File: config.mk
export PLATFORM = sky130hd
export DESIGN_NAME = fvg_prep
export DESIGN_NICKNAME = d
export VERILOG_FILES = /design/src/rtl/fvg_pkg.sv /design/src/rtl/fvg_prep.sv
export SDC_FILE = /design/constraint.sdc
export NUM_CORES = 1
export LEC_CHECK = 0
export ABC_AREA = 0
export ABC_CLOCK_PERIOD_IN_PS = 6100
export BUFFER_PORTS_ARGS = -buffer_cell sky130_fd_sc_hd__buf_2
export CAP_MARGIN = 20
export CORE_AREA = 3 3 123 95
export CTS_BUF_LIST = sky130_fd_sc_hd__clkbuf_2 sky130_fd_sc_hd__clkbuf_4 sky130_fd_sc_hd__clkbuf_8
export DETAILED_ROUTE_END_ITERATION = 8
export DIE_AREA = 0 0 126 98
export GPL_ROUTABILITY_DRIVEN = 0
export PLACE_DENSITY = 0.95
export SYNTH_ARGS = -nofsm -noshare
export SYNTH_HDL_FRONTEND = slang
export SYNTH_SLANG_ARGS = --single-unit
File: constraint.sdc
create_clock -name aclk -period 6.1 [get_ports aclk]
set_clock_uncertainty 0.05 [all_clocks]
set_input_delay 1.22 -clock aclk [delete_from_list [all_inputs] [get_ports aclk]]
set_output_delay 1.22 -clock aclk [all_outputs]
set_load 0.05 [all_outputs]
File: src/rtl/fvg_pkg.sv
package fvg_pkg;

    // FAT type codes
    localparam logic [1:0] FAT12 = 2'd0;
    localparam logic [1:0] FAT16 = 2'd1;
    localparam logic [1:0] FAT32 = 2'd2;

    // Divider lanes, one per FAT type
    localparam int LANES     = 3;
    localparam int LANE_F12  = 0;
    localparam int LANE_F16  = 1;
    localparam int LANE_F32  = 2;

    localparam logic [7:0] MAX_CLUSTER = 8'd128;
    localparam logic [31:0] F16_MIN_CLUSTERS = 32'd4085;
    localparam logic [31:0] F32_MIN_CLUSTERS = 32'd65525;
    localparam int ROOT_BYTES = 16384;

    typedef struct packed {
        logic [31:0] volume_sectors;
        logic [7:0]  requested_cluster_sectors;
    } in_item_t;

    typedef struct packed {
        logic [1:0]  fat_kind;
        logic [7:0]  cluster_sectors;
        logic [31:0] cluster_total;
        logic [25:0] fat_sectors;
        logic [5:0]  reserved_sectors;
        logic [16:0] root_dir_bytes;
        logic [15:0] short_sector_field;
        logic [31:0] long_sector_field;
        logic        too_small;
    } out_item_t;

    // Data that rides along the divider pipeline
    typedef struct packed {
        logic [31:0] sectors;
        logic [7:0]  cs;
        logic        tiny;
    } side_t;

endpackage

File: src/rtl/fvg_prep.sv
module fvg_prep
    import fvg_pkg::*;
#(
    parameter int SECTOR_BYTES = 512
) (
    input  logic                                       aclk,
    input  logic                                       aresetn,
    input  logic                                       en,
    input  logic                                       in_valid,
    input  in_item_t                                   in_item,
    output logic                                       out_valid,
    output side_t                                      out_side,
    output logic [LANES-1:0][32+$clog2(SECTOR_BYTES)-1:0] out_num,
    output logic [LANES-1:0][$clog2(SECTOR_BYTES)+8:0]    out_den
);

    localparam int SBW = $clog2(SECTOR_BYTES);
    localparam int DW  = 32 + SBW;
    localparam int VW  = SBW + 9;
    localparam int ROOT_SECS = (ROOT_BYTES + SECTOR_BYTES - 1) / SECTOR_BYTES;
    localparam logic [31:0] MIN_SECS = 32'(ROOT_SECS + 2);

    logic        valid_reg;
    side_t       side_reg, side_next;
    logic [LANES-1:0][DW-1:0] num_reg, num_next;
    logic [LANES-1:0][VW-1:0] den_reg, den_next;

    logic [31:0] sec;
    logic [7:0]  req;
    logic [7:0]  cs;
    logic        tiny;
    logic [31:0] data12;
    logic [31:0] data32;
    logic [VW-1:0] base;

    always_comb begin
        sec = in_item.volume_sectors;
        req = in_item.requested_cluster_sectors;
        // Default ladder, thresholds in sectors
        if (req == 8'd0) begin
            if (sec >= 32'h2000_0000)      cs = 8'd128;
            else if (sec >= 32'h0800_0000) cs = 8'd64;
            else if (sec >= 32'h0200_0000) cs = 8'd32;
            else if (sec >= 32'h0100_0000) cs = 8'd16;
            else if (sec >= 32'h0004_0000) cs = 8'd8;
            else if (sec >= 32'h0002_0000) cs = 8'd4;
            else if (sec >= 32'h0001_0000) cs = 8'd2;
            else                           cs = 8'd1;
        end else if (req > MAX_CLUSTER) begin
            cs = MAX_CLUSTER;
        end else begin
            cs = req;
        end
        tiny   = sec < MIN_SECS;
        data12 = tiny ? 32'd0 : sec - MIN_SECS;
        data32 = sec - 32'd32;
        base   = {1'b0, cs, {SBW{1'b0}}};

        num_next[LANE_F12] = {data12, {SBW{1'b0}}};
        num_next[LANE_F16] = {data12, {SBW{1'b0}}};
        num_next[LANE_F32] = {data32, {SBW{1'b0}}};
        den_next[LANE_F12] = base + VW'(3);
        den_next[LANE_F16] = base + VW'(4);
        den_next[LANE_F32] = base + VW'(8);

        side_next.sectors = sec;
        side_next.cs      = cs;
        side_next.tiny    = tiny;
    end

    always_ff @(posedge aclk) begin
        if (!aresetn) begin
            valid_reg <= 1'b0;
        end else if (en) begin
            valid_reg <= in_valid;
        end
        if (en) begin
            side_reg <= side_next;
            num_reg  <= num_next;
            den_reg  <= den_next;
        end
    end

    assign out_valid = valid_reg;
    assign out_side  = side_reg;
    assign out_num   = num_reg;
    assign out_den   = den_reg;

endmodule

## Word level (Yosys, flattened, before mapping)

Cells that the tools add are included.

| operators by class | value |
|---|---|
| reductions and logical operators | 1 |
| add/sub/neg operators | 5 |
| magnitude comparators | 9 |
| mux-type cells | 9 |

Operators by type and width:

| cell | number |
|---|---|
| $sub 32x6->32 const B | 2 |
| $ge 32x17->1 const B | 1 |
| $ge 32x18->1 const B | 1 |
| $ge 32x19->1 const B | 1 |
| $ge 32x25->1 const B | 1 |
| $ge 32x26->1 const B | 1 |
| $ge 32x28->1 const B | 1 |
| $ge 32x30->1 const B | 1 |
| $lt 32x6->1 const B | 1 |
| $mux 8 | 3 |
| $add 17x2->18 const B | 1 |
| $add 17x3->18 const B | 1 |
| $add 17x4->18 const B | 1 |
| $gt 8x8->1 const B | 1 |
| $logic_not 8->1 | 1 |
| $mux 7 | 1 |
| $mux 6 | 1 |
| $mux 5 | 1 |
| $mux 4 | 1 |
| $mux 3 | 1 |
| $mux 2 | 1 |

| word-level totals | value |
|---|---|
| logic and storage cells | 33 |
| output and inout port bits | 219 |
| flip-flop bits (word level) | 160 |
| input port bits | 44 |

## Longest topological paths before layout

Gate-level depths: netlist of run 1.

| depth | value |
|---|---|
| depth after elaboration | 10 |
| depth in mapped cells | 8 |

## Worst setup path after synthesis of run 1

No wires, ideal clock.

| timing | value |
|---|---|
| kind | input to register |
| from | input in_item[9] (netlist bit) |
| to | register num_reg (netlist bit out_num[38]), data pin |
| stages | 8 |
| setup slack | 2.935 ns |
| arrival | 2.851 ns |
| library setup time | 0.264 ns |
| path through | inv_1 > ha_1 > or3b_2 > clkbuf_1 > a211o_1 > clkbuf_1 > o31ai_1 > a21oi_1 |

| on the way | value |
|---|---|
| word-level cells in the longest chain between the ends | 1 |
| elaborated cells on any way between the ends | 2 |

RTL lines:

| what | line | source |
|---|---|---|
| start, declared | fvg_prep.sv:10 | `input in_item_t in_item,` |
| $sub 32x6->32 or $lt 32x6->1 (tied branches) | fvg_prep.sv:55, fvg_prep.sv:54 |  |
| end signal, assigned | fvg_prep.sv:79 | `num_reg <= num_next;` |
| end, declared | fvg_prep.sv:25 | `logic [LANES-1:0][DW-1:0] num_reg, num_next;` |

Several ways; a longest one is shown, not always the timed one.
A chain may end at the register's enable or synchronous reset.

## Worst setup path in the final report of run 1

Same ends and word-level chain as after synthesis.

==> results of run 1 <==
==> registers in the layout, indices dropped and copies added (netlist names) <==
register and flops:
out_num 59, out_den 8, out_valid 1, out_side 33
==> logic make-up (layout without fill, tap and decap cells) <==
| group | count (synthesis) | after routing | share of synthesized area |
|---|---|---|---|
| compound gates | 43 | 43 | 0.0547 |
| xor+xnor | 37 | 37 | 0.0593 |
| fa+ha+maj | 5 | 5 | 0.0114 |
| buf+inv | 152 | 233 | 0.187 |
| flops | 101 | 101 | 0.553 |
| mux | 3 | 3 | 0.00595 |
| other cells | 2 | 57 | 0.00137 |
| simple gates | 128 | 128 | 0.128 |
==> worst max-delay path by stage <==
stage | slack (ns) | from | cells after the start | endpoint
6_report | 2.87 | in_item[9] | 7 | out_num[38]
3_5_place_dp | 2.54 | in_item[9] | 7 | out_num[38]
5_1_grt | 2.80 | in_item[9] | 7 | out_num[38]
3_3_place_gp | 2.68 | in_item[9] | 7 | out_num[30]
2_1_floorplan | 2.94 | in_item[9] | 8 | out_num[38]
4_1_cts | 2.90 | in_item[9] | 7 | out_num[38]
==> critical path, cell delays in order <==
cell and delay [ns]:
buf_2 0.14, inv_1 0.09, ha_1 0.18, or3b_2 0.53, a211o_1 0.54, or4_1 0.49, a21oi_1 0.18
==> cells in the mapped netlist, drive strengths merged <==
cell type,count,share of area
a2111oi,2,0.0032
a211o,2,0.0032
a21oi,13,0.013
a31o,1,0.0016
a31oi,1,0.0011
and4,1,0.0016
buf,124,0.17
clkbuf,18,0.012
conb,2,0.0014
dfxtp,1,0.0037
edfxtp,100,0.55
ha,5,0.011
inv,10,0.0069
mux2,2,0.0041
mux2i,1,0.0018
nand2,13,0.0089
nand2b,4,0.0046
nand3,4,0.0037
nand3b,1,0.0014
nand4,7,0.0080
nand4b,1,0.0016
nor2,31,0.021
nor2b,3,0.0034
nor3,23,0.021
nor4,12,0.015
nor4b,1,0.0016
o21ai,7,0.0064
o22ai,5,0.0057
o31ai,8,0.011
o41ai,4,0.0098
or2,2,0.0023
or3,12,0.015
or3b,1,0.0016
or4,12,0.017
xnor2,12,0.019
xor2,25,0.040
==> power by group through the flow <==
stage | combinational, W | clock (W) | sequential [W]
final | 0.000587 | 0.000438 | 0.000849
after global routing | 0.000605 | 0.000475 | 0.000856
after CTS | 0.000587 | 0.000444 | 0.000850
after detailed placement | 0.000586 | 0 | 0.000865
after global placement | 0.000582 | 0 | 0.000862
after floorplan | 0.000323 | 0 | 0.00106
==> per-layer routing <==
layer  up-vias  wire length [um]  track usage
met2       278              6510        0.349
met4         0               227       0.0585
met5         -                 0            0
met3        25              1530       0.0580
met1      1841              5010        0.252
li1       1771                 -            -
==> layout make-up <==
class / instances / area [um2] / share of cell area
flip-flops and latches: 101 / 3020 / 0.495
multi-input cells: 273 / 1640 / 0.268
repair buffers: 207 / 1040 / 0.171
well taps: 136 / 170 / 0.0278
clock buffers: 10 / 131 / 0.0215
clock inverters: 6 / 70.1 / 0.0115
inverters: 10 / 37.5 / 0.00614
==> through the flow <==
stage	total power, W	cells	area [um2]	setup WS (ns)	utilization
2_1_floorplan	0.00139	526	5670	2.94	-
3_3_place_gp	0.00144	727	5910	2.68	0.568
3_5_place_dp	0.00145	727	5910	2.54	0.568
4_1_cts	0.00188	743	6110	2.90	0.587
5_1_grt	0.00194	743	6110	2.80	0.587
6_report	0.00187	743	6110	2.87	0.587
==> key figures, run 1 <==
Hold path
  – Worst hold path type: flip-flop to flip-flop
  – WHS Endpoint: out_valid
  – Worst Hold Depth: 2
  – Hold Startpoint: out_valid

Run status
  – Outcome: finished, final reports clean

Yosys
  – Yosys warns: 0
  – Flops & latches, synth: 101
  – Netlist cell types: 43
  – Syn_area_per_cell: 11.6 um2
  – Post-synthesis sequential area ratio: 0.553
  – Syn Std Cell Area: 5470 um2
  – Cell count after synthesis: 471

Cells and area
  – Fill cell count: 816
  – Most frequent cells in the layout: buf_2, edfxtp_1, conb_1, nor2_1, xor2_1
  – NumNets Final: 651
  – Most common cell after layout, fill and taps aside: buf_2
  – Inserted Diodes: 0
  – Fraction of layout cells with a size suffix above 1: 0.387
  – Area grow syn2layout: 11.8%

Power
  – Psw: 0.000758 W
  – VDD IR-drop max: 0.110 mV
  – Switching Fraction: 0.405
  – Static Leak: 2.53 nW
  – Int Power: 0.00112 W
  – Clock Power Share: 0.234
  – PD cells: 307 nW/um2
  – Comb pwr share: 0.313
  – Register share of total power: 0.453

Floorplan
  – Die X: 126 um
  – Initial Utilization: 0.525
  – Die Area: 12,300 um2
  – I/O pins: 263
  – Site Rows: 32
  – Core box area: 10,400 um2
  – DIE HEIGHT: 98 um

GRT
  – Vias in the first global route: 3,739
  – First-pass GRT wire length: 20.1 mm
  – Gr ovfl total: 0
  – Maximum number of pins on one net before global-route repair: 58
  – GRT Overall Usage: 0.203
  – Antenna violations before repair: 0

Route
  – DR DRC count: 0
  – Drt total wl: 13.3 mm
  – Drt pass-1 iters: 4
  – First DRT Iteration DRCs: 414
  – DR vias: 3,915
  – Routed len/inst: 17.9 um
  – Post-detailed-route via-to-cell ratio: 5.27
  – ANT nets after route: 0

CTS
  – # hold bufs at CTS: 0
  – CTS root buf: clkbuf_8
  – Num CTS Buffers: 9
  – CTS resizes: 0
  – H-tree depth: 3
  – Clock sinks: 101
  – Post-CTS Setup Repair Bufs: 0
  – CTS Buffer Depth: 2
  – Register clock-pin slew on the reported worst setup and hold paths: 0.10 ns
  – CTS tree: yes
  – Clock Latency Late Sink: 0.36 ns

Setup path
  – WP data arrival: 3.38 ns
  – Startpoint types: primary input
  – Reg2Reg Launch Point: out_valid
  – Register-to-Register Path Depth: 2
  – Crit Path Class: primary input to flip-flop
  – Reg2Reg Setup Slack: 5.45 ns
  – Critical Path RT: 6.25 ns
  – Worst Setup End Kind: flip-flop
  – Worst R2R End: out_valid
  – Max FO, Critical Path: 19

Placed design
  – DP Wirelength: 9.90 mm
  – Port bufs: 205

STA
  – RSZ-0062 raised after global routing: false
  – Setup_tns: 0 ns
  – Final setup violation count: 0
  – Period minus WS final: 3.23 ns
  – Final max-slew violation count: 0
  – Fin crit share: 0.529
  – Rel. slew slack: 0.502
  – Max frequency: 310 MHz
  – Final Hold Viols: 0
  – Final hold slack: 0.490 ns
  – Slew @ Worst Pin: 0.747 ns

Run
  – Number of max-cap violations: 0
Power figures use the tool's default switching activity.
==> run 2, diff against run 1 <==
Settings changed: ABC_AREA 0 to 1, ABC_CLOCK_PERIOD_IN_PS 6100 to 3100, CORE_AREA 3 3 123 95 to 3 3 129 100, DIE_AREA 0 0 126 98 to 0 0 132 103, PLACE_DENSITY 0.95 to 0.9.
Clock period 6.1 ns to 3.1 ns, I/O delays scaled along.
==> run 2 against run 1 <==
Synthesized cell count up 21%. Hold slack worse by 0.11 ns. Clock power up 83%. Highest routed layer unchanged. Final cell count up 20%. Wire length up 6.0%. Via count up 6.9%.
==> key figures, run 2 <==
STA
  – Max frequency: 475 MHz
  – Final setup violation count: 0 (unchanged)
  – Final hold slack: 0.380 ns (-0.110 ns)
  – Final max-slew violation count: 0 (unchanged)
  – Period minus WS final: 2.10 ns
  – RSZ-0062 raised after global routing: false
  – Fin crit share: 0.679
  – Rel. slew slack: 0.448 (-0.0534)
  – Slew @ Worst Pin: 0.821 ns (+0.0738 ns)
  – Final Hold Viols: 0 (unchanged)
  – Setup_tns: 0 ns (unchanged)

Route
  – Drt total wl: 14.1 mm (+6.0%)
  – Drt pass-1 iters: 5 (+1)
  – First DRT Iteration DRCs: 394 (-4.8%)
  – ANT nets after route: 0 (unchanged)
  – Routed len/inst: 15.8 um (-11%)
  – DR DRC count: 0 (unchanged)
  – DR vias: 4,186 (+6.9%)
  – Post-detailed-route via-to-cell ratio: 4.70 (-11%)

Yosys
  – EDFF count, synth: 100 (unchanged)
  – Post-synthesis sequential area ratio: 0.532 (-0.0209)
  – Synth top area cells: edfxtp_1, buf_4, nand2_1
  – Syn Std Cell Area: 5680 um2 (+3.9%)
  – Syn_area_per_cell: 9.97 um2 (-14%)
  – Flops & latches, synth: 101 (unchanged)
  – Asr flop ratio synth: 0 (unchanged)
  – Cell count after synthesis: 570 (+21%)
  – Yosys top cell area share: 0.529 (-0.0208)
  – Most frequent cell after synthesis: buf_4
  – Dominant cell type by area after synthesis: edfxtp_1
  – Dominant synthesized flop cell: edfxtp_1
  – Yosys warns: 0 (unchanged)
  – Post-synth top cells: buf_4, nand2_1, edfxtp_1
  – Netlist cell types: 28 (-35%)

Placed design
  – Placed Area: 6220 um2 (+5.2%)
  – Port bufs: 205 (unchanged)
  – DP Wirelength: 11.0 mm (+11%)

Floorplan
  – DIE HEIGHT: 103 um (+5.1%)
  – I/O pins: 263 (unchanged)
  – Die X: 132 um (+4.8%)
  – Site Rows: 34 (+6.3%)
  – Die Area: 13,600 um2 (+10%)
  – Initial Utilization: 0.489 (-0.0359)
  – Core box area: 11,600 um2 (+12%)

Hold path
  – Worst Hold Depth: 1 (-1)
  – Worst hold path type: primary input to flip-flop
  – WHS Endpoint: out_side[9]
  – Hold Startpoint: in_item[8]

Setup path
  – Worst Setup End Kind: flip-flop
  – Max FO, Critical Path: 6 (-13)
  – Critical Path RT: 3.19 ns (-3.06 ns)
  – Worst R2R End: out_valid
  – Register-to-Register Path Depth: 2 (unchanged)
  – Crit Path Class: primary input to flip-flop
  – WP data arrival: 2.19 ns (-1.19 ns)
  – Reg2Reg Setup Slack: 2.41 ns (-3.04 ns)
  – Reg2Reg Launch Point: out_valid
  – Startpoint types: primary input

GRT
  – Maximum number of pins on one net before global-route repair: 52 (-10%)
  – Antenna violations before repair: 0 (unchanged)
  – GRT Overall Usage: 0.197 (-0.00642)
  – Vias in the first global route: 3,887 (+4.0%)
  – First-pass GRT wire length: 20.6 mm (+2.5%)
  – Gr ovfl total: 0 (unchanged)

CTS
  – CTS resizes: 0 (unchanged)
  – Register clock-pin slew on the reported worst setup and hold paths: 0.10 ns (about the same)
  – # hold bufs at CTS: 0 (unchanged)
  – Num CTS Buffers: 9 (unchanged)
  – Clock sinks: 101 (unchanged)
  – CTS Buffer Depth: 2 (unchanged)
  – H-tree depth: 3 (unchanged)
  – CTS root buf: clkbuf_8
  – CTS tree: yes
  – Clock Latency Late Sink: 0.37 ns (about the same)
  – Post-CTS Setup Repair Bufs: 0 (unchanged)

Cells and area
  – Most common cell after layout, fill and taps aside: buf_2
  – Area grow syn2layout: 12.7%
  – Post-route cell area: 6400 um2 (+4.8%)
  – Post-layout util: 0.551 (-0.0357)
  – Fill cell count: 1,042 (+28%)
  – Inserted Diodes: 0 (unchanged)
  – Fraction of layout cells with a size suffix above 1: 0.356 (-0.0314)
  – NumNets Final: 772 (+19%)
  – Max reg flops: 59 (unchanged)
  – Most frequent cells in the layout: buf_2, nand2_1, edfxtp_1, nor2_1, conb_1

Run
  – Number of max-cap violations: 0 (unchanged)

Power
  – VDD IR-drop max: 0.252 mV (+130%)
  – Static Leak: 3.00 nW (+19%)
  – Final Power: 0.00363 W (+94%)
  – PD cells: 566 nW/um2 (+85%)

Run status
  – Outcome: finished, final reports clean
-- run 2: layer usage --
layer,share of wire,global-route usage,wire length [um],vias up
li1,-,-,-,1970
met5,0,0,0,-
met1,0.40,0.256,5640,1931
met4,0.015,0.0589,216,0
met3,0.11,0.0610,1550,23
met2,0.47,0.323,6670,262
-- run 2: final cells by class --
cell class	instances	area, um2	share of cell area
clock buffers	9	124	0.0193
clock inverters	7	58.8	0.00918
inverters	51	191	0.0299
multi-input cells	353	1750	0.273
flip-flops and latches	101	3020	0.472
well taps	162	203	0.0317
repair buffers	207	1060	0.165
-- run 2: through the flow --
step | std cells | setup WS [ns]
2_1_floorplan | 625 | 1.18
3_3_place_gp | 874 | 0.713
3_5_place_dp | 874 | 0.634
4_1_cts | 890 | 1.05
5_1_grt | 890 | 0.899
6_report | 890 | 0.997
-- run 2: cell families after synthesis --
kind of cell	Yosys count	share of synthesized area
adders and majority gates	5	0.0110
other	2	0.00132
buffers and inverters	171	0.197
DFF	101	0.532
xor gates and xnor gates	31	0.0478
AOI/OAI and AO/OA	24	0.0269
and+or+nand+nor	236	0.184
-- run 2: critical path, cell delays in order --
cell and delay [ns]:
buf_2 0.15, inv_1 0.18, ha_1 0.22, inv_1 0.05
nor2_1 0.23, nand2_1 0.23, nor2_2 0.25, nand2_1 0.11
xor2_1 0.15
-- run 2: worst max-delay path by stage --
stage,start,end,slack [ns],depth (start not counted)
2_1_floorplan,in_item[14],out_num[122],1.18,8
3_3_place_gp,in_item[13],out_num[114],0.71,9
3_5_place_dp,in_item[14],out_num[110],0.63,9
4_1_cts,in_item[14],out_num[110],1.05,9
5_1_grt,in_item[14],out_num[114],0.90,9
6_report,in_item[14],out_num[110],1.0,9
-- run 2: where the power goes --
part | leakage [nW] | internal (W) | switching (W) | total, W
clock | 0.0917 | 0.000303 | 0.000497 | 0.000800
sequential | 0.986 | 0.00163 | 0.0000443 | 0.00167
combinational | 1.93 | 0.000180 | 0.000978 | 0.00116
