## src/rtl/fvg_pkg.sv

```systemverilog
package fvg_pkg;

    // FAT type codes
    localparam logic [1:0] FAT12 = 2'd0;
    localparam logic [1:0] FAT16 = 2'd1;
    localparam logic [1:0] FAT32 = 2'd2;

    // Divider lanes, one per FAT type
    localparam int LANES     = 3;
    localparam int LANE_F12  = 0;
    localparam int LANE_F16  = 1;
    localparam int LANE_F32  = 2;

    localparam logic [7:0] MAX_CLUSTER = 8'd128;
    localparam logic [31:0] F16_MIN_CLUSTERS = 32'd4085;
    localparam logic [31:0] F32_MIN_CLUSTERS = 32'd65525;
    localparam int ROOT_BYTES = 16384;

    typedef struct packed {
        logic [31:0] volume_sectors;
        logic [7:0]  requested_cluster_sectors;
    } in_item_t;

    typedef struct packed {
        logic [1:0]  fat_kind;
        logic [7:0]  cluster_sectors;
        logic [31:0] cluster_total;
        logic [25:0] fat_sectors;
        logic [5:0]  reserved_sectors;
        logic [16:0] root_dir_bytes;
        logic [15:0] short_sector_field;
        logic [31:0] long_sector_field;
        logic        too_small;
    } out_item_t;

    // Data that rides along the divider pipeline
    typedef struct packed {
        logic [31:0] sectors;
        logic [7:0]  cs;
        logic        tiny;
    } side_t;

endpackage

```

## src/rtl/fvg_finish.sv

```systemverilog
module fvg_finish
    import fvg_pkg::*;
#(
    parameter int SECTOR_BYTES = 512
) (
    input  logic                   aclk,
    input  logic                   aresetn,
    input  logic                   en,
    input  logic                   in_valid,
    input  side_t                  in_side,
    input  logic [LANES-1:0][31:0] in_quo,
    output logic                   out_valid,
    output out_item_t              out_item
);

    localparam int SBW = $clog2(SECTOR_BYTES);

    logic      valid_reg;
    out_item_t item_reg, item_next;

    logic [34:0] half12, sum12, sum16, sum32;
    logic [34:0] len12, len16, len32;
    logic [18:0] clus_bytes;

    always_comb begin
        half12 = (35'(in_quo[LANE_F12]) * 35'd3 + 35'd1) >> 1;
        sum12  = half12 + 35'(SECTOR_BYTES - 1);
        sum16  = (35'(in_quo[LANE_F16]) << 1) + 35'(SECTOR_BYTES - 1);
        sum32  = (35'(in_quo[LANE_F32]) << 2) + 35'(SECTOR_BYTES - 1);
        len12  = sum12 >> SBW;
        len16  = sum16 >> SBW;
        len32  = sum32 >> SBW;
        clus_bytes = 19'(in_side.cs) << SBW;

        item_next.cluster_sectors = in_side.cs;
        item_next.too_small       = in_side.tiny;
        if (in_quo[LANE_F12] < F16_MIN_CLUSTERS) begin
            item_next.fat_kind      = FAT12;
            item_next.cluster_total = in_quo[LANE_F12];
            item_next.fat_sectors   = len12[25:0];
        end else if (in_quo[LANE_F16] < F32_MIN_CLUSTERS) begin
            item_next.fat_kind      = FAT16;
            item_next.cluster_total = in_quo[LANE_F16];
            item_next.fat_sectors   = len16[25:0];
        end else begin
            item_next.fat_kind      = FAT32;
            item_next.cluster_total = in_quo[LANE_F32];
            item_next.fat_sectors   = len32[25:0];
        end
        if (item_next.fat_kind == FAT32) begin
            item_next.reserved_sectors = 6'd32;
            item_next.root_dir_bytes   = clus_bytes[16:0];
        end else begin
            item_next.reserved_sectors = 6'd2;
            item_next.root_dir_bytes   = 17'(ROOT_BYTES);
        end
        if (in_side.sectors >= 32'd65536 || item_next.fat_kind == FAT32) begin
            item_next.short_sector_field = 16'd0;
            item_next.long_sector_field  = in_side.sectors;
        end else begin
            item_next.short_sector_field = in_side.sectors[15:0];
            item_next.long_sector_field  = 32'd0;
        end
    end

    always_ff @(posedge aclk) begin
        if (!aresetn) begin
            valid_reg <= 1'b0;
        end else if (en) begin
            valid_reg <= in_valid;
        end
        if (en) begin
            item_reg <= item_next;
        end
    end

    assign out_valid = valid_reg;
    assign out_item  = item_reg;

endmodule

```

## config.mk

```make
export PLATFORM = sky130hd
export DESIGN_NAME = fvg_finish
export DESIGN_NICKNAME = d
export VERILOG_FILES = /design/src/rtl/fvg_pkg.sv /design/src/rtl/fvg_finish.sv
export SDC_FILE = /design/constraint.sdc
export NUM_CORES = 1
export LEC_CHECK = 0
export BUFFER_PORTS_ARGS = -buffer_cell sky130_fd_sc_hd__buf_2
export CORE_ASPECT_RATIO = 0.5
export CORE_MARGIN = 5
export CORE_UTILIZATION = 47
export CTS_CLUSTER_DIAMETER = 200
export DETAILED_ROUTE_END_ITERATION = 8
export PLACE_DENSITY = 0.78
export SLEW_MARGIN = 30
export SYNTH_ARGS = -nofsm -noshare
export SYNTH_HDL_FRONTEND = slang
export SYNTH_SLANG_ARGS = --single-unit
```

## constraint.sdc

```tcl
create_clock -name aclk -period 3.7 [get_ports aclk]
set_clock_uncertainty 0.15 [all_clocks]
set_input_delay 0.37 -clock aclk [delete_from_list [all_inputs] [get_ports aclk]]
set_output_delay 0.37 -clock aclk [all_outputs]
set_load 0.005 [all_outputs]
```

# --- Word level (Yosys, flattened, before mapping) ---
# Index checks and enable logic that the tools add are counted.
# Widths: inputs -> output; s select.
totals:
  reg_bits: 141
classes:
  addsub: 4
  mul: 1
  order_cmp: 3
  eq_ne: 1
  mux: 5
  n_reduce_logical: 1
ops:
  columns: ["cell", "n"]
  rows:
  - ["$mux 58", 2]
  - ["$add 34x9->35 const B", 2]
  - ["$add 34x1->35 const B", 1]
  - ["$add 33x9->34 const B", 1]
  - ["$mul 32x2->34 const B", 1]
  - ["$ge 32x17->1 const B", 1]
  - ["$lt 32x12->1 const B", 1]
  - ["$lt 32x16->1 const B", 1]
  - ["$mux 23", 1]
  - ["$mux 2", 2]
  - ["$eq 2x2->1 const B", 1]
  - ["$logic_or 1x1->1", 1]

# --- Longest topological paths before layout ---
# Gate-level depths: netlist of run 1.
logic_depth:
  depth_word: 5
  depth_mapped: 14

# --- Worst setup path before layout of run 1 ---
# No wires, ideal clock.
synth_timing:
  kind: "input -> register"
  start: "input in_quo[4] in the netlist's numbering"
  end: "register item_reg (netlist bit out_item[92]) (data pin)"
  arrival_ns: 3.287
  required_ns: 3.392
  setup_slack_ns: 0.105
  stages: 13
  path_cell_list: "ha_1 > buf_2 > a21oi_1 > o21ai_1 > a21o_1 > and3_1 > nor4_4 > nand4_4 > nor4_4 > nand4_1 > buf_2 > or4_1 > o211ai_1"
synth_lines:
  columns: ["item", "line", "text"]
  rows:
  - ["from (decl)", "fvg_finish.sv:11", "input logic [LANES-1:0][31:0] in_quo,"]
  - ["to (signal assigned)", "fvg_finish.sv:73", "item_reg <= item_next;"]
  - ["to (decl)", "fvg_finish.sv:19", "out_item_t item_reg, item_next;"]

==> results of run 1 <==
-- metal layers --
| metal | wire, um | share of wire, % | track usage, % |
|---|---|---|---|
| met3 | 2070 | 7.4 | 4.52 |
| met1 | 11700 | 42 | 33.2 |
| met5 | 0 | 0 | 0 |
| met4 | 806 | 2.9 | 9.36 |
| met2 | 13400 | 48 | 41.8 |
-- through the flow --
step	power, mW	setup WS, ns	cell area (um2)	hold slack (ns)	instances
4_1_cts	4.57	0.0357	11500	0.000758	1501
5_1_grt	4.76	0.00295	11600	0.00234	1507
3_5_place_dp	2.91	-0.386	10800	0.362	1456
2_1_floorplan	2.31	0.105	8670	0.319	906
6_report	4.56	0.177	11600	0.0174	1507
3_3_place_gp	2.89	-0.206	10800	0.341	1456
-- placed cells by master, fill, tap and decap left out, types with 8 or more instances in the layout --
master and count:
and4_1 8, a211oi_1 9, buf_2 267, nor2b_1 22, edfxtp_1 126, inv_1 39, ha_1 49, conb_1 13
o211ai_1 18, and2_1 24, dlygate4sd3_1 16, buf_4 109, nand3_1 34, nor4_1 12, clkbuf_16 17, o22ai_1 8
a21o_1 11, o21a_1 8, a31oi_1 21, and3_1 21, nand2_1 97, xor2_1 28, nor3_1 15, o21ai_0 45
nor2_1 51, nand4_1 17, xnor2_1 38, or3_1 8, a21oi_1 36
-- logic make-up after synthesis --
family | Yosys count | share of synthesized area [%]
compound gates | 203 | 15.5
buf+inv | 104 | 5.24
flops | 127 | 44.1
other cells | 1 | 0.0435
simple gates | 340 | 20.7
fa+ha+maj | 50 | 7.34
mux | 2 | 0.232
xor+xnor | 67 | 6.81
-- power by group through the flow --
stage | logic, mW | registers [mW] | clock network, mW
floorplan | 0.527 | 1.79 | 0
global placement | 1.11 | 1.77 | 0
detailed placement | 1.13 | 1.78 | 0
CTS | 1.15 | 1.75 | 1.67
global route | 1.27 | 1.76 | 1.73
finish | 1.18 | 1.75 | 1.64
-- area by class of cell --
| class | count | share of cell area, % |
|---|---|---|
| inverter | 39 | 1.26 |
| sequential | 127 | 32.7 |
| clock inverter | 15 | 1.28 |
| tap | 240 | 2.59 |
| antenna | 1 | 0.0215 |
| clock buffer | 17 | 3.66 |
| multi-input combinational | 675 | 38.3 |
| timing repair buffer | 393 | 20.1 |
-- path summary, 6_finish.rpt --
path | slack, ns | endpoint | depth (start not counted)
worst min-delay path | 0.02 | out_item[134] | 1
worst max-delay path | 0.18 | out_item[96] | 15
worst max register to register | 2.95 | out_valid | 2
worst min register to register | 0.37 | out_valid | 2
-- registers in the layout, summed over array words and instances (netlist names) --
register   count
out_valid      1
out_item     126
-- repair_timing --
action	in CTS	in global routing
setup buffers	0	2
endpoints found under the setup margin	0	6
gates resized for setup	0	3
hold buffers	13	3
hold endpoints to repair	13	3
==> impl_metrics.py, run 1 <==
metrics = {
    "synthesis": {
        "synth_area_um2": 8620,
        "synth_common_cells": "126 x edfxtp_1, 97 x nand2_1, 51 x nor2_1, 49 x ha_1, 46 x o21ai_0",
        "synthArstFlopShare_pct": 0,
        "avgSynthCellArea_um2": 9.64,
        "synth_most_common_cell": "edfxtp_1",
        "ys_types": 68,
        "yosys_warnings": 0,
        "yosysTopAreaCell": "edfxtp_1",
        "yosys.area.top_type_share_pct": 43.9,
        "synth_flop_cell": "edfxtp_1",
        "syn_inst": 894,
        "synth_area_leaders": "edfxtp_1 44%, ha_1 7.1%, nand2_1 4.2%, xnor2_1 3.9%, xor2_1 2.9%",
        "synth_edf_count": 126,
        "ys_ff_latch": 127,
        "ys_seq_area_share_pct": 44.1,
    },
    "finish": {
        "num-nets-final": 1444,
        "synthToLayoutAreaGrowth_pct": 34.7,
        "nFillCells": 1494,
        "drive_gt1_share_pct": 33.3,
        "fin_util_pct": 63.8,
        "regArea_um2": 3800,
        "multi_input_area_um2": 4450,
    },
    "sta": {
        "drv_slew": 0,
        "slew-limit-headroom_pct": 36.2,
        "timing.fmax_ghz": 0.284,
        "rsz0062_at_grt": "no",
        "min_period_ns": 3.52,
        "worst_pin_slew_ns": 0.958,
        "hold_viol": 0,
        "period_share_pct": 95.2,
        "finalSetupTns_ns": 0,
        "setup_viol": 0,
    },
    "drt": {
        "first_pass_iters": 5,
        "via_per_inst": 5.59,
        "num_vias": 8423,
        "wl_per_cell_um": 18.6,
        "finalWirelength_um": 28000,
        "drc": 0,
        "ant_nets": 0,
        "drt_iter0_drc": 783,
    },
    "power_and_ir_drop": {
        "powerDensity_nw_per_um2": 393,
        "internal-power_mw": 3.20,
        "p_clk_share_pct": 35.9,
        "switching_share_pct": 29.9,
        "combPwrFrac_pct": 25.8,
        "power_frac_seq_pct": 38.3,
        "p_leak_nw": 5.10,
        "switching_power_mw": 1.37,
        "vdd_drop_max_uv": 317,
    },
    "clock_tree": {
        "clk_latency_ns": 0.41,
        "cts-buffers-inserted": 17,
        "clock-sinks": 127,
        "htree_levels": 4,
        "cts_tree": "built",
        "cts_root_buf": "clkbuf_16",
        "clockBufferDepth": 2,
        "clkSlewWorstSetupHoldPaths_ns": 0.06,
    },
    "grt": {
        "grt_usage_pct": 25.2,
        "grt_pass1_wl_um": 43300,
        "antenna_found_initial": 1,
        "grt_max_degree": 69,
        "grt_pass1_vias": 8172,
        "grt-ovfl-total": 0,
    },
    "die": {
        "rows": 35,
        "die_w_um": 202,
        "core-area_um2": 18200,
        "start_util_pct": 47.3,
        "ios": 282,
        "die-area_um2": 21300,
        "die-height_um": 106,
    },
    "setup_path": {
        "worstPathArrival_ns": 3.63,
        "crit_buf_inv": 4,
        "critPathKind": "in2reg",
        "slowest_stage": "or4_1",
        "crit_chain": "buf_2 -> inv_1 -> fa_1 -> o21ba_1 -> o211ai_1 -> buf_4 -> buf_4 -> nand3_1 -> and4_1 -> o31ai_1 -> a21oi_1 -> xor2_1 -> or3_1 -> or4_1 -> o21ai_1",
        "startpoint": "in_quo[0]",
        "path_delay_family": "simple AND/OR/NAND/NOR gates",
        "r2r-start": "out_valid",
        "crit_top_cell": "buf_4",
        "crit_required_ns": 3.80,
        "crit_path_max_fanout": 5,
        "slowest_delay_ns": 0.48,
        "cp-end-kind": "flop",
        "startpoint_type": "input port",
    },
    "run": {
        "max_cap_viol_count": 0,
    },
    "hold_path": {
        "hold_start": "in_side[5]",
        "hold_class": "in2reg",
    },
    "place": {
        "gp_congestion": 0.982,
        "numPortBuffers": 268,
        "post-dp-hpwl_um": 21800,
    },
    "status": {
        "status": "finished clean",
    },
}
No activity file was read; power rests on OpenSTA's default activity.
==> run 2, diff against run 1 <==
- CORE_UTILIZATION: 47 -> 52
- HOLD_SLACK_MARGIN: default -> 0.03
- PLACE_DENSITY: 0.78 -> 0.82
- clock period: 3.7 -> 3.5 ns (I/O delays scaled with it)
==> run 2 against run 1 <==
  * Wire length grew 3.7%
  * Non-clock buffer count up 61
  * Count of clock-buffer cells in the layout up 1
  * Clock power rose by 16%
  * First-iteration DRC count down 19%
  * Combinational power grew 14%
  * Register-to-register slack worse by 0.18 ns
==> impl_metrics.py, run 2 (synthesis results as in run 1) <==
metrics = {
    "hold_path": {
        "hold_class": "in2reg",
        "hold_depth": 3,
    },
    "power_and_ir_drop": {
        "internal-power_mw": 3.67,
        "power_frac_seq_pct": 36.2,
        "switching_power_mw": 1.42,
        "powerDensity_nw_per_um2": 411,
        "p_leak_nw": 5.46,
        "p_total_mw": 5.09,
        "vdd_drop_max_uv": 349,
        "p_clk_share_pct": 37.4,
        "combPwrFrac_pct": 26.4,
        "switching_share_pct": 27.9,
    },
    "finish": {
        "most-common-layout-cells": "266 x buf_2, 157 x buf_4, 126 x edfxtp_1",
        "layout_commonest_cell": "buf_2",
        "drive_gt1_share_pct": 38.8,
        "synthToLayoutAreaGrowth_pct": 43.4,
        "num-nets-final": 1505,
        "fin_util_pct": 75.8,
        "largest_register_ffs": 126,
        "nFillCells": 1146,
    },
    "place": {
        "gp_congestion": 0.939,
        "numPortBuffers": 268,
        "post-dp-hpwl_um": 21800,
        "preCtsSetupSlack_ns": -0.402,
    },
    "sta": {
        "worst_pin_slew_ns": 0.879,
        "drv_slew": 0,
        "slew-limit-headroom_pct": 41.4,
        "period_share_pct": 97.6,
        "setup_slack_ns": 0.0842,
        "min_period_ns": 3.42,
        "hold_viol": 0,
        "rsz0062_at_grt": "yes",
        "setup_viol": 0,
        "hold_ws_ns": 0.0432,
        "timing.fmax_ghz": 0.293,
        "finalSetupTns_ns": 0,
    },
    "drt": {
        "drt_iter0_drc": 631,
        "first_pass_iters": 6,
        "wl_per_cell_um": 18.7,
        "drc": 0,
        "ant_nets": 0,
        "via_per_inst": 5.55,
        "num_vias": 8625,
        "finalWirelength_um": 29000,
    },
    "die": {
        "core-area_um2": 16300,
        "rows": 33,
        "die_w_um": 192,
        "start_util_pct": 52.9,
        "die-area_um2": 19400,
        "ios": 282,
        "die-height_um": 101,
    },
    "grt": {
        "grt_max_degree": 72,
        "grt_usage_pct": 29.1,
        "grt_pass1_wl_um": 44200,
        "grt_pass1_vias": 8734,
        "antenna_found_initial": 0,
        "grt-ovfl-total": 0,
    },
    "setup_path": {
        "r2r_cells": 2,
        "cp-end-kind": "flop",
        "critPathKind": "in2reg",
        "slowest_delay_ns": 0.49,
        "crit_chain": "buf_2 -> ha_2 -> or2_4 -> a211o_4 -> buf_6 -> a211oi_4 -> a211oi_2 -> a311oi_4 -> nand4_4 -> nor4_4 -> buf_4 -> nand2_2 -> or4_1 -> o211ai_1",
        "path_delay_family": "simple AND/OR/NAND/NOR gates",
        "startpoint_type": "input port",
        "crit_buf_inv": 3,
        "worstPathArrival_ns": 3.51,
        "slowest_stage": "or4_1",
        "crit_path_max_fanout": 5,
        "crit_required_ns": 3.60,
        "path_depth": 14,
    },
    "clock_tree": {
        "clk_latency_ns": 0.42,
        "clkSlewWorstSetupHoldPaths_ns": 0.06,
        "cts_root_buf": "clkbuf_16",
        "clockBufferDepth": 2,
        "cts-buffers-inserted": 17,
        "clock-sinks": 127,
        "cts_tree": "built",
        "htree_levels": 4,
    },
    "status": {
        "status": "finished clean",
    },
    "run": {
        "max_cap_viol_count": 0,
    },
}
run 2: cell type report:
type	count	area, um2	share of cell area (%)
Antenna cell	1	2.50	0.0202
Tap cell	227	284	2.30
Timing Repair Buffer	454	2840	23.0
Inverter	39	149	1.20
Sequential cell	127	3800	30.8
Clock inverter	14	204	1.65
Multi-Input combinational cell	675	4650	37.6
Clock buffer	18	429	3.47
run 2: worst paths after layout:
kind                                start           end  slack [ns]
worst max-delay path            in_quo[0]  out_item[90]        0.08
worst min-delay path             in_valid     out_valid        0.04
worst max register to register  out_valid     out_valid        2.77
worst min register to register  out_valid     out_valid        0.37
run 2: through the flow:
stage               cells  cell area [um2]
floorplan             906             8680
global placement     1487            11200
detailed placement   1487            11200
CTS                  1545            12100
global route         1554            12400
finish               1555            12400
run 2: power groups by stage:
| stage | Combinational, mW | Sequential [mW] | Clock (mW) |
|---|---|---|---|
| 2_1_floorplan | 0.562 | 1.89 | 0 |
| 3_3_place_gp | 1.21 | 1.87 | 0 |
| 3_5_place_dp | 1.24 | 1.87 | 0 |
| 4_1_cts | 1.27 | 1.84 | 1.92 |
| 5_1_grt | 1.46 | 1.85 | 2.00 |
| 6_report | 1.34 | 1.84 | 1.90 |
run 2: per-layer routing:
| metal | track usage, % | up-vias | wire [um] |
|---|---|---|---|
| li1 | - | 4116 | - |
| met4 | 14.0 | 0 | 1240 |
| met1 | 33.5 | 4041 | 11300 |
| met2 | 51.1 | 380 | 14100 |
| met5 | 0 | - | 0 |
| met3 | 7.54 | 88 | 2360 |
run 2: what timing repair did:
item,4_1_cts,5_1_grt
buffers inserted,0,9
hold buffers,26,0
endpoints found under the setup margin,2,12
pin swaps,0,15
endpoints found under the hold margin,26,0
resized for setup,1,55
run 2: worst reg2reg max path, delay by kind of cell (launching register included):
family,cells,cell delay [ns]
and+or+nand+nor,1,0.06
muxes,1,0.11
DFF,1,0.31
==> run 3, diff against run 2 <==
--- a/config.mk
+++ b/config.mk
@@ -9,10 +9,9 @@
 export CORE_ASPECT_RATIO = 0.5
 export CORE_MARGIN = 5
-export CORE_UTILIZATION = 52
+export CORE_UTILIZATION = 30
 export CTS_CLUSTER_DIAMETER = 200
 export DETAILED_ROUTE_END_ITERATION = 8
 export HOLD_SLACK_MARGIN = 0.03
-export PLACE_DENSITY = 0.82
-export SLEW_MARGIN = 30
+export SLEW_MARGIN = 20
 export SYNTH_ARGS = -nofsm -noshare
 export SYNTH_HDL_FRONTEND = slang
==> constraint.sdc (replaced) <==
create_clock -name aclk -period 3.5 [get_ports aclk]
set_clock_uncertainty 0.15 [all_clocks]
set_input_delay 0.7 -clock aclk [delete_from_list [all_inputs] [get_ports aclk]]
set_output_delay 0.7 -clock aclk [all_outputs]
set_load 0.005 [all_outputs]
==> run 3 against run 2 <==
  * The run now ends with negative setup slack left
  * Hold slack better by 0.27 ns
  * Maximum frequency decreased by 4.0%
  * Count of clock-buffer cells in the layout decreased by 1
  * Die area is 67% higher
  * Critical path depth stayed put
  * Critical path type unchanged
  * Largest power group is now sequential cells
  * Sequential share of layout area shrank 1.0 points
  * Via count shrank 1.5%
==> impl_metrics.py, run 3 (synthesis results as in run 1) <==
metrics = {
    "status": {
        "status": "finished, violations left",
        "violations": "negative setup slack",
    },
    "finish": {
        "synthToLayoutAreaGrowth_pct": 48.4,
        "most-common-layout-cells": "262 x buf_2, 171 x buf_4, 126 x edfxtp_1",
        "stdcell_area_um2": 12800,
        "largest_register_ffs": 126,
        "final_cells": 1701,
        "drive_gt1_share_pct": 43.6,
        "num-nets-final": 1495,
        "layout_commonest_cell": "buf_2",
        "nFillCells": 2704,
    },
    "die": {
        "ios": 282,
        "die-height_um": 130,
        "die_w_um": 250,
        "start_util_pct": 30.8,
        "die-area_um2": 32400,
        "rows": 43,
        "core-area_um2": 28000,
    },
    "sta": {
        "rsz0062_at_grt": "yes",
        "setup_viol": 6,
        "hold_ws_ns": 0.315,
        "timing.fmax_ghz": 0.281,
        "period_share_pct": 102,
        "hold_viol": 0,
        "drv_slew": 0,
        "finalSetupTns_ns": -0.171,
        "min_period_ns": 3.56,
        "setup_slack_ns": -0.0564,
        "slew-limit-headroom_pct": 51.5,
        "worst_pin_slew_ns": 0.727,
    },
    "grt": {
        "grt_usage_pct": 17.7,
        "grt_max_degree": 62,
        "grtUsageMet3_pct": 2.81,
        "grt_pass1_vias": 7983,
        "grt.busiest_layer": "met2",
        "grt-ovfl-total": 0,
        "antenna_found_initial": 2,
        "met1_usage_pct": 24.8,
        "grt_util_met2_pct": 29.5,
        "grt_pass1_wl_um": 45400,
    },
    "power_and_ir_drop": {
        "powerDensity_nw_per_um2": 399,
        "switching_power_mw": 1.57,
        "vdd_drop_max_uv": 338,
        "combPwrFrac_pct": 28.4,
        "power_frac_seq_pct": 36.0,
        "internal-power_mw": 3.53,
        "switching_share_pct": 30.8,
        "p_leak_nw": 5.49,
        "p_clk_share_pct": 35.5,
    },
    "setup_path": {
        "crit_required_ns": 3.62,
        "slowest_stage": "or4_1",
        "critPathKind": "in2reg",
        "worstPathArrival_ns": 3.68,
        "crit_buf_inv": 3,
        "crit_chain": "buf_2 -> ha_4 -> buf_4 -> and4_4 -> nand2b_1 -> a31oi_2 -> a2111oi_1 -> buf_4 -> a311oi_2 -> nand2_1 -> nor4_4 -> nand4_1 -> or4_1 -> o21ai_1",
        "cp-end-kind": "flop",
        "crit_top_cell": "buf_4",
        "path_delay_family": "simple AND/OR/NAND/NOR gates",
        "crit_path_max_fanout": 6,
        "startpoint_type": "input port",
        "slowest_delay_ns": 0.46,
    },
    "place": {
        "numPortBuffers": 268,
        "gp_congestion": 0.934,
        "post-dp-hpwl_um": 24600,
        "placed_cells": 1659,
        "preCtsSetupSlack_ns": -0.638,
        "dpl_cell_area_um2": 11700,
    },
    "drt": {
        "drc": 0,
        "finalWirelength_um": 30300,
        "first_pass_iters": 5,
        "drt_iter0_drc": 623,
        "wl_per_cell_um": 17.8,
        "via_per_inst": 5.00,
        "num_vias": 8498,
        "ant_nets": 0,
    },
    "clock_tree": {
        "cts_root_buf": "clkbuf_16",
        "cts-buffers-inserted": 17,
        "clkSlewWorstSetupHoldPaths_ns": 0.07,
        "clockBufferDepth": 2,
        "cts_tree": "built",
        "clk_latency_ns": 0.42,
        "hold_buffers": 0,
        "clock-sinks": 127,
        "htree_levels": 4,
    },
    "run": {
        "max_cap_viol_count": 0,
    },
    "hold_path": {
        "hold_class": "in2reg",
    },
}
-- run 3: cell count changes in the layout (fill, tap and decap cells not counted), sizes merged --
cell,previous run,this run
dlygate4sd3,26,0
buf,428,444
inv,44,48
bufinv,4,1
clkbuf,18,17
clkinv,5,4
clkinvlp,0,1
diode,1,2
-- run 3: final cells by class --
class / instances / area (um2) / share of cell area (%)
Multi-Input combinational cell: 675 / 4970 / 38.8
Sequential cell: 127 / 3800 / 29.7
Timing Repair Buffer: 444 / 2770 / 21.6
Tap cell: 382 / 478 / 3.74
Clock buffer: 17 / 425 / 3.32
Clock inverter: 15 / 189 / 1.48
Inverter: 39 / 159 / 1.24
Antenna cell: 2 / 5.00 / 0.0391
-- run 3: repair_timing --
action                                  4_1_cts  5_1_grt
hold endpoints to repair                      0        0
buffers inserted                              7        1
endpoints found under the setup margin       14       14
resized for setup                            53       41
pin swaps                                    18       21
-- run 3: stage by stage --
| stage | util [%] | total power, mW |
|---|---|---|
| after floorplan | - | 2.48 |
| after global routing | 45.7 | 5.35 |
| after detailed placement | 41.7 | 3.19 |
| after CTS | 44.9 | 5.09 |
| final | 45.7 | 5.11 |
| after global placement | 41.7 | 3.17 |
-- run 3: per-layer routing --
metal	up-vias	share of wire [%]
met5	-	0
met4	0	1.1
met3	20	5.6
met2	283	49
met1	4113	45
li1	4082	-
-- run 3: worst paths after layout --
check	depth (start not counted)	from	slack (ns)	end
max	14	in_quo[11]	-0.06	out_item[96]
min	1	in_side[0]	0.32	out_item[0]
max reg2reg	2	out_valid	2.74	out_valid
min reg2reg	2	out_valid	0.40	out_valid
-- run 3: power by group through the flow --
| stage | Sequential, mW | Clock, mW | Combinational, mW |
|---|---|---|---|
| 6_report | 1.84 | 1.82 | 1.45 |
| 5_1_grt | 1.85 | 1.94 | 1.56 |
| 4_1_cts | 1.84 | 1.86 | 1.39 |
| 3_5_place_dp | 1.88 | 0 | 1.32 |
| 3_3_place_gp | 1.87 | 0 | 1.30 |
| 2_1_floorplan | 1.89 | 0 | 0.592 |
